**config.mk**
```make
export PLATFORM = sky130hd
export DESIGN_NAME = url_percent_decoder_core
export DESIGN_NICKNAME = d
export VERILOG_FILES = /design/src/hdl/urldec_pkg.sv /design/src/hdl/url_percent_decoder_core.sv
export SDC_FILE = /design/constraint.sdc
export NUM_CORES = 1
export LEC_CHECK = 0
export ABC_AREA = 1
export BUFFER_PORTS_ARGS = -buffer_cell sky130_fd_sc_hd__buf_2
export CORE_MARGIN = 3
export CORE_UTILIZATION = 55
export DETAILED_ROUTE_END_ITERATION = 7
export GPL_ROUTABILITY_DRIVEN = 0
export GPL_TIMING_DRIVEN = 0
export PLACE_DENSITY_LB_ADDON = 0.08
export SLEW_MARGIN = 10
export SYNTH_ARGS = -nofsm -noshare
export SYNTH_HDL_FRONTEND = slang
export SYNTH_SLANG_ARGS = --single-unit
```
**constraint.sdc**
```tcl
create_clock -name clock -period 7.1 [get_ports clock]
set_clock_uncertainty 0.2 [all_clocks]
set_input_delay 0.355 -clock clock [delete_from_list [all_inputs] [get_ports clock]]
set_output_delay 0.355 -clock clock [all_outputs]
set_load 0.005 [all_outputs]
```
**src/hdl/urldec_pkg.sv**
```systemverilog
// ----------------------------------------------------------------------------
// urldec_pkg
// Types, character constants and hex-digit helper for the URL percent decoder.
// ----------------------------------------------------------------------------
package urldec_pkg;

   localparam int BYTE_W = 8;
   localparam int NIB_W  = 4;

   typedef logic [BYTE_W-1:0] byte_type;
   typedef logic [NIB_W-1:0]  nibble_type;

   typedef enum logic [1:0] {
      MODE_TEXT = 2'd0,
      MODE_PCT  = 2'd1,
      MODE_NIB  = 2'd2
   } mode_type;

   localparam byte_type CHAR_PLUS  = 8'h2B;
   localparam byte_type CHAR_PCT   = 8'h25;
   localparam byte_type CHAR_SPACE = 8'h20;

   // Hex digit lookup: ok flag plus nibble value.
   typedef struct packed {
      logic       ok;
      nibble_type value;
   } hex_type;

   function automatic hex_type hex_decode(input byte_type c);
      hex_type    r;
      byte_type   d;
      r = '0;
      d = '0;
      if (c >= 8'h30 && c <= 8'h39) begin
         d = c - 8'h30;
         r.ok = 1'b1;
         r.value = d[NIB_W-1:0];
      end else if (c >= 8'h61 && c <= 8'h66) begin
         d = c - 8'h57;
         r.ok = 1'b1;
         r.value = d[NIB_W-1:0];
      end else if (c >= 8'h41 && c <= 8'h46) begin
         d = c - 8'h37;
         r.ok = 1'b1;
         r.value = d[NIB_W-1:0];
      end
      return r;
   endfunction

endpackage

```
**src/hdl/url_percent_decoder_core.sv**
```systemverilog
// ----------------------------------------------------------------------------
// url_percent_decoder_core
// Streaming URL percent decoder: one encoded byte in, at most one byte out.
// ----------------------------------------------------------------------------
// One request per cycle is accepted into the input register while req_stall
// is low. Its result then moves into the result register once that is free
// and drives the outputs from there. '+' turns into a space,
// "%hh" turns into the encoded byte, a decoded zero is dropped, and malformed
// escapes are dropped. A request with req_in_last set always yields a result
// with rsp_out_last set, possibly with rsp_out_valid low. Requests that yield
// nothing pass through without using the result register. While a finished
// result waits on rsp_stall, the input register still takes requests that
// yield nothing and holds the first one that yields a result.
module url_percent_decoder_core (
   input  logic                  clock,
   input  logic                  reset,
   input  logic                  req_valid,
   output logic                  req_stall,
   input  urldec_pkg::byte_type  req_in_byte,
   input  logic                  req_in_last,
   output logic                  rsp_valid,
   input  logic                  rsp_stall,
   output urldec_pkg::byte_type  rsp_out_byte,
   output logic                  rsp_out_valid,
   output logic                  rsp_out_last
);
   import urldec_pkg::*;

   // input register
   logic       s1_valid_ff, s1_valid_in;
   byte_type   s1_byte_ff, s1_byte_in;
   logic       s1_last_ff, s1_last_in;

   // decode state
   mode_type   mode_ff, mode_in;
   nibble_type nib_ff, nib_in;

   // result register
   logic       out_valid_ff, out_valid_in;
   byte_type   out_byte_ff, out_byte_in;
   logic       out_flag_ff, out_flag_in;
   logic       out_last_ff, out_last_in;

   hex_type    hex;
   mode_type   dec_mode;
   nibble_type dec_nib;
   byte_type   emit;
   logic       emit_ok;
   logic       has_result;
   logic       out_free;
   logic       s1_advance;
   logic       s1_fire;
   logic       req_fire;

   assign hex = hex_decode(s1_byte_ff);

   // next decode state for the byte held in the input register
   always_comb begin
      dec_mode = MODE_TEXT;
      dec_nib  = nib_ff;
      case (mode_ff)
         MODE_PCT: begin
            if (hex.ok) begin
               dec_nib  = hex.value;
               dec_mode = MODE_NIB;
            end
         end
         MODE_NIB: begin
            if (!hex.ok && s1_byte_ff == CHAR_PCT) begin
               dec_mode = MODE_PCT;
            end
         end
         default: begin
            if (s1_byte_ff == CHAR_PCT) begin
               dec_mode = MODE_PCT;
            end
         end
      endcase
      // end of string drops any pending escape
      if (s1_last_ff) begin
         dec_mode = MODE_TEXT;
         dec_nib  = '0;
      end
   end

   // byte produced by the byte held in the input register
   always_comb begin
      emit = '0;
      case (mode_ff)
         MODE_PCT: begin
            emit = '0;
         end
         MODE_NIB: begin
            if (hex.ok) begin
               emit = {nib_ff, hex.value};
            end else if (s1_byte_ff != CHAR_PCT) begin
               emit = (s1_byte_ff == CHAR_PLUS) ? CHAR_SPACE : s1_byte_ff;
            end
         end
         default: begin
            if (s1_byte_ff != CHAR_PCT) begin
               emit = (s1_byte_ff == CHAR_PLUS) ? CHAR_SPACE : s1_byte_ff;
            end
         end
      endcase
      emit_ok = (emit != '0);
   end

   // handshake and next values
   always_comb begin
      has_result = emit_ok || s1_last_ff;
      out_free   = !out_valid_ff || !rsp_stall;
      s1_advance = !has_result || out_free;
      s1_fire    = s1_valid_ff && s1_advance;
      req_stall  = s1_valid_ff && !s1_advance;
      req_fire   = req_valid && !req_stall;

      s1_valid_in = req_fire ? 1'b1 : (s1_fire ? 1'b0 : s1_valid_ff);
      s1_byte_in  = req_fire ? req_in_byte : s1_byte_ff;
      s1_last_in  = req_fire ? req_in_last : s1_last_ff;

      mode_in = s1_fire ? dec_mode : mode_ff;
      nib_in  = s1_fire ? dec_nib : nib_ff;

      out_valid_in = out_valid_ff && rsp_stall;
      out_byte_in  = out_byte_ff;
      out_flag_in  = out_flag_ff;
      out_last_in  = out_last_ff;
      if (s1_fire && has_result) begin
         out_valid_in = 1'b1;
         out_byte_in  = emit_ok ? emit : '0;
         out_flag_in  = emit_ok;
         out_last_in  = s1_last_ff;
      end
   end

   always_ff @(posedge clock) begin
      if (reset) begin
         s1_valid_ff  <= 1'b0;
         mode_ff      <= MODE_TEXT;
         nib_ff       <= '0;
         out_valid_ff <= 1'b0;
      end else begin
         s1_valid_ff  <= s1_valid_in;
         mode_ff      <= mode_in;
         nib_ff       <= nib_in;
         out_valid_ff <= out_valid_in;
      end
   end

   always_ff @(posedge clock) begin
      s1_byte_ff  <= s1_byte_in;
      s1_last_ff  <= s1_last_in;
      out_byte_ff <= out_byte_in;
      out_flag_ff <= out_flag_in;
      out_last_ff <= out_last_in;
   end

   assign rsp_valid     = out_valid_ff;
   assign rsp_out_byte  = out_byte_ff;
   assign rsp_out_valid = out_flag_ff;
   assign rsp_out_last  = out_last_ff;

endmodule

```
Yosys cells after proc, flatten, opt, wreduce, memory -nomap -nowiden --
Cells that the tools add are included.
Storage, ports and cells: register bits 27, input port bits 13
Operators by class: add/sub/neg operators 3, $lt $le $gt $ge 6, equality and inequality tests 5, muxes and demuxes 18, reduce and logical (&&, ||, !) cells 23
Operators by type and width (number):
- $mux W8 | 3
- $eq A8 B6 Y1 const B | 2
- $ge A8 B7 Y1 const B | 2
- $le A8 B7 Y1 const B | 2
- $pmux W8 S2 | 1
- $mux W5 | 3
- $mux W4 | 3
- $logic_and A1 B1 Y1 | 9
- $ge A8 B6 Y1 const B | 1
- $le A8 B6 Y1 const B | 1
- $ne A8 B6 Y1 const B | 1
- $reduce_bool A8 Y1 | 1
- $sub A4 B3 Y4 const B | 2
- $logic_not A1 Y1 | 6
- $reduce_bool A2 Y1 | 3
- $mux W1 | 5
- $mux W2 | 2
- $pmux W2 S2 | 1
- $sub A4 B1 Y4 const B | 1
- $logic_or A1 B1 Y1 | 3
- $reduce_and A3 Y1 | 1
- $eq A2 B1 Y1 const B | 1
- $eq A2 B2 Y1 const B | 1

Logic depth before layout (Yosys ltp) --
word-level depth 16, mapped depth 19, gate-level depth less buffers 19

Worst setup path after synthesis --
Ideal clock, no wire load.
kind register -> register, from register s1_byte_ff[1], to register out_byte_ff[0], in the netlist rsp_out_byte[0], enable pin, library setup time 334 ps, arrival 2092 ps, data required time 6566 ps, setup slack 4474 ps, stages on the path, launching flop included 19, period minus slack after synthesis 2626 ps, path through edfxtp_1 inv_1 ha_1 inv_1 nand3_1 nand3_1 nand2_4 clkinv_2 nand2_1 nand2_1 nand2_1 nand3_1 nor2_4 nand3_4 nand2_4 nand2_2 inv_2 nand2_1 inv_1
On the way: word-level cells in the longest chain between the ends 13
RTL lines:
- start, declared | line url_percent_decoder_core.sv:31 | byte_type s1_byte_ff, s1_byte_in;
- start signal, assigned | line url_percent_decoder_core.sv:152 | s1_byte_ff <= s1_byte_in;
- $ge A8 B7 Y1 / $le A8 B7 Y1 (equally long branches) | line urldec_pkg.sv:42 | end else if (c >= 8'h41 && c <= 8'h46) begin
- $logic_and A1 B1 Y1 | line urldec_pkg.sv:42
- $mux W5 | line urldec_pkg.sv:42
- $mux W5 | line urldec_pkg.sv:38 | end else if (c >= 8'h61 && c <= 8'h66) begin
- $mux W5 | line urldec_pkg.sv:34 | if (c >= 8'h30 && c <= 8'h39) begin
- $mux W8 | line url_percent_decoder_core.sv:94 | if (hex.ok) begin
- $pmux W8 S2 (*) | line url_percent_decoder_core.sv:89 | case (mode_ff)
- $reduce_bool A8 Y1 (*) | line url_percent_decoder_core.sv:106 | emit_ok = (emit != '0);
- $logic_or A1 B1 Y1 (*) | line url_percent_decoder_core.sv:111 | has_result = emit_ok || s1_last_ff;
- $logic_not A1 Y1 | line url_percent_decoder_core.sv:113 | s1_advance = !has_result || out_free;
- $logic_or A1 B1 Y1 | line url_percent_decoder_core.sv:113
- $logic_and A1 B1 Y1 | line url_percent_decoder_core.sv:114 | s1_fire = s1_valid_ff && s1_advance;
- $logic_and A1 B1 Y1 (*) | line url_percent_decoder_core.sv:129 | if (s1_fire && has_result) begin
- end signal, assigned | line url_percent_decoder_core.sv:154 | out_byte_ff <= out_byte_in;
- end, declared | line url_percent_decoder_core.sv:40 | byte_type out_byte_ff, out_byte_in;
Mark *: on every way between the ends. The rest lies on a longest branch, timed or not. A chain may end at the register's enable or synchronous reset.

Final worst setup path --
from register mode_ff[0], to output port req_stall
On the way: word-level cells in the longest chain between the ends 8
RTL lines:
- start, declared | line url_percent_decoder_core.sv:35 | mode_type mode_ff, mode_in;
- start signal, assigned | line url_percent_decoder_core.sv:145 | mode_ff <= mode_in;
- $eq A2 B2 Y1 / $eq A2 B1 Y1 (equally long branches) | line url_percent_decoder_core.sv:89
- $pmux W8 S2 (*) | line url_percent_decoder_core.sv:89
- $reduce_bool A8 Y1 (*) | line url_percent_decoder_core.sv:106
- $logic_or A1 B1 Y1 (*) | line url_percent_decoder_core.sv:111
- $logic_not A1 Y1 (*) | line url_percent_decoder_core.sv:113
- $logic_or A1 B1 Y1 (*) | line url_percent_decoder_core.sv:113
- $logic_not A1 Y1 (*) | line url_percent_decoder_core.sv:115 | req_stall = s1_valid_ff && !s1_advance;
- $logic_and A1 B1 Y1 (*) | line url_percent_decoder_core.sv:115
- end, declared | line url_percent_decoder_core.sv:18 | output logic req_stall,
Marks and branches as above.

==> reports/results.ini <==
[place]
post-place-ws_ps=4132
hpwl_mm=2.226
io_buffers=24
numPlacedInstances=237
placed_cell_area_sq_mm=0.001689

[worst_setup_path]
crit_fanout=7
crit_required_ps=6550
cp_data_arrival_time_ps=2670
cp_slowest_cell=dfxtp_1
crit_start=mode_ff[0]
r2r-start=s1_byte_ff[1]
crit_type=flop to primary output
cpPeakStageDelay_ps=390
critical_path.most_common_cell=nand2_1
endpoint_kind=primary output
start_kind=flop
cp_cell_sequence=inv_1 -> ha_1 -> nor2_1 -> nand3_2 -> nand2_2 -> nand2_1 -> nand2_1 -> inv_2 -> nand2_1 -> nor2_4 -> nand3_4 -> nand2_4 -> inv_2 -> nand2_1 -> inv_1 -> buf_2

[finish]
final_common_cell=nand2_1
fin_cells=250
area_growth_pct=17.89
final_cell_mix=nand2_1 (47), inv_1 (25), buf_2 (24)
drive_above_1_share=0.2636
design_area_sq_mm=0.001805
diodes=0
nets=239
postLayoutCoreUtil=0.7032

[clocking]
clk_pin_slew_ps=140
postCtsSetupBuffers=0
numCtsBuffers=3
cts_htree_levels=1
clock-sinks=27
cts.repair.resized=0
postCtsHoldBufs=9
ctsLongestPathBuffers=2
tritoncts=done
root_buffer=clkbuf_4
clk_latency_ps=330

[status]
outcome=completed

[routing]
drt_iter0_markers=53
ant_nets=0
vias=1281
drc=0
wl_per_cell_um=11.91
drt_wl_total_mm=2.977
drt-vias-per-instance=5.124
drtPass1Iterations=4

[sta]
fmax_mhz=310.2
fin_tns_setup_ps=0
max_slew.worst_pin.slew_ps=454.4
hold_viol=0
rsz0062_at_grt=false
min_period_ps=3223
timing.final.crit_share=0.4540
max_slew_margin=0.6960
finalSetupViolCount=0
maxSlewViolCount=0
setup_ws_ps=3877

[floorplanning]
die_h_um=58.77
die_w_um=58.77
fp.dieArea_sq_mm=0.003454
core_area_sq_mm=0.002567
start_util=0.5965
placementRows=18
io_pins=25

[global_routing]
grt_pass1_wl_mm=5.057
grt_pass1_vias=1214
antenna_found_initial=0
track_usage=0.1900
gr-total-overflow=0
grt_max_degree=15

[logic_synthesis]
netlist_area_sq_mm=0.001531
syn_avg_cell_area_sq_um=8.369
synth_warnings=0
synth_nets=201
yosysSeqAreaShare=0.4771
syn-instance-count=183
synth_cell_type_count=24
ys_seq_elements=27

[run]
maxCapViolCount=0

[hold_path]
hp-class=input port to flop
hold_path.startpoint=req_valid

[power]
cellLeakagePower_nw=0.8397
powerDensity_mw_per_mm2=171.1
ir_drop_mv=0.1592

-- final timing paths --
path	slack (ps)	depth (start not counted)	endpoint
setup / recovery	3880	16	req_stall
hold / removal	60	3	s1_valid_ff
setup reg to reg	4110	18	rsp_out_byte[6]
hold reg to reg	320	2	mode_ff[1]
-- synth_stat cells, drive strengths merged --
cell | count | area [sq um]
nand2 | 54 | 235.2
inv | 35 | 131.4
nor2 | 23 | 113.9
edfxtp | 19 | 570.6
nand3 | 18 | 125.1
dfxtp | 8 | 160.2
a21oi | 6 | 37.54
nand4 | 6 | 37.54
ha | 5 | 62.56
o21ai | 3 | 18.77
o211ai | 2 | 15.01
and3 | 1 | 6.260
buf | 1 | 7.510
clkinv | 1 | 5.000
nor3 | 1 | 5.000
-- state kept, by name, summed over array words and instances (netlist names) --
name,count
mode_ff,2
nib_ff,4
rsp_out_byte,8
rsp_out_last,1
rsp_out_valid,1
rsp_valid,1
s1_byte_ff,8
s1_last_ff,1
s1_valid_ff,1
-- cell families (layout without fill, tap and decap cells) --
group,after synthesis,in the layout,synth area share
AOI/OAI and AO/OA,11,11,0.04657
adders and majority gates,5,5,0.04085
buffers and inverters,37,74,0.09396
DFF,27,27,0.4771
and+or+nand+nor,103,103,0.3415
-- final cells by class --
class	count	area, sq um
Inverter	36	136.4
Sequential cell	27	730.7
Fill cell	207	762.0
Multi-Input combinational cell	119	656.9
Clock buffer	4	26.28
Buffer	1	7.507
Timing Repair Buffer	33	210.2
Tap cell	30	37.54
-- worst max-delay path: cells and delay by family (launching register included) --
kind / cells / cell delay [ps]
fa+ha+maj: 1 / 330
buf+inv: 5 / 300
simple gates: 10 / 1320
flops: 1 / 390
-- metal layers --
layer	up-vias	GRT usage	routed length, um
met5	-	0	0
met4	0	0.09385	75
met3	9	0.02851	174
met2	49	0.3344	1468
met1	564	0.2233	1259
li1	659	-	-
-- power by group --
group | switching, mW | internal, mW | leakage (nW)
combinational | 0.0351 | 0.0227 | 0.579
clock | 0.0449 | 0.0221 | 0.0150
sequential | 0.00521 | 0.179 | 0.245
total | 0.0852 | 0.224 | 0.840
-- through the flow --
step / total power [mW] / hold WS, ps
3_3_place_gp: 0.2391 / 300.3
2_1_floorplan: 0.2258 / 224.1
3_5_place_dp: 0.2412 / 303.9
6_report: 0.3090 / 56.69
4_1_cts: 0.3111 / 44.83
5_1_grt: 0.3223 / 72.88
No activity file was read; power rests on OpenSTA's default activity.
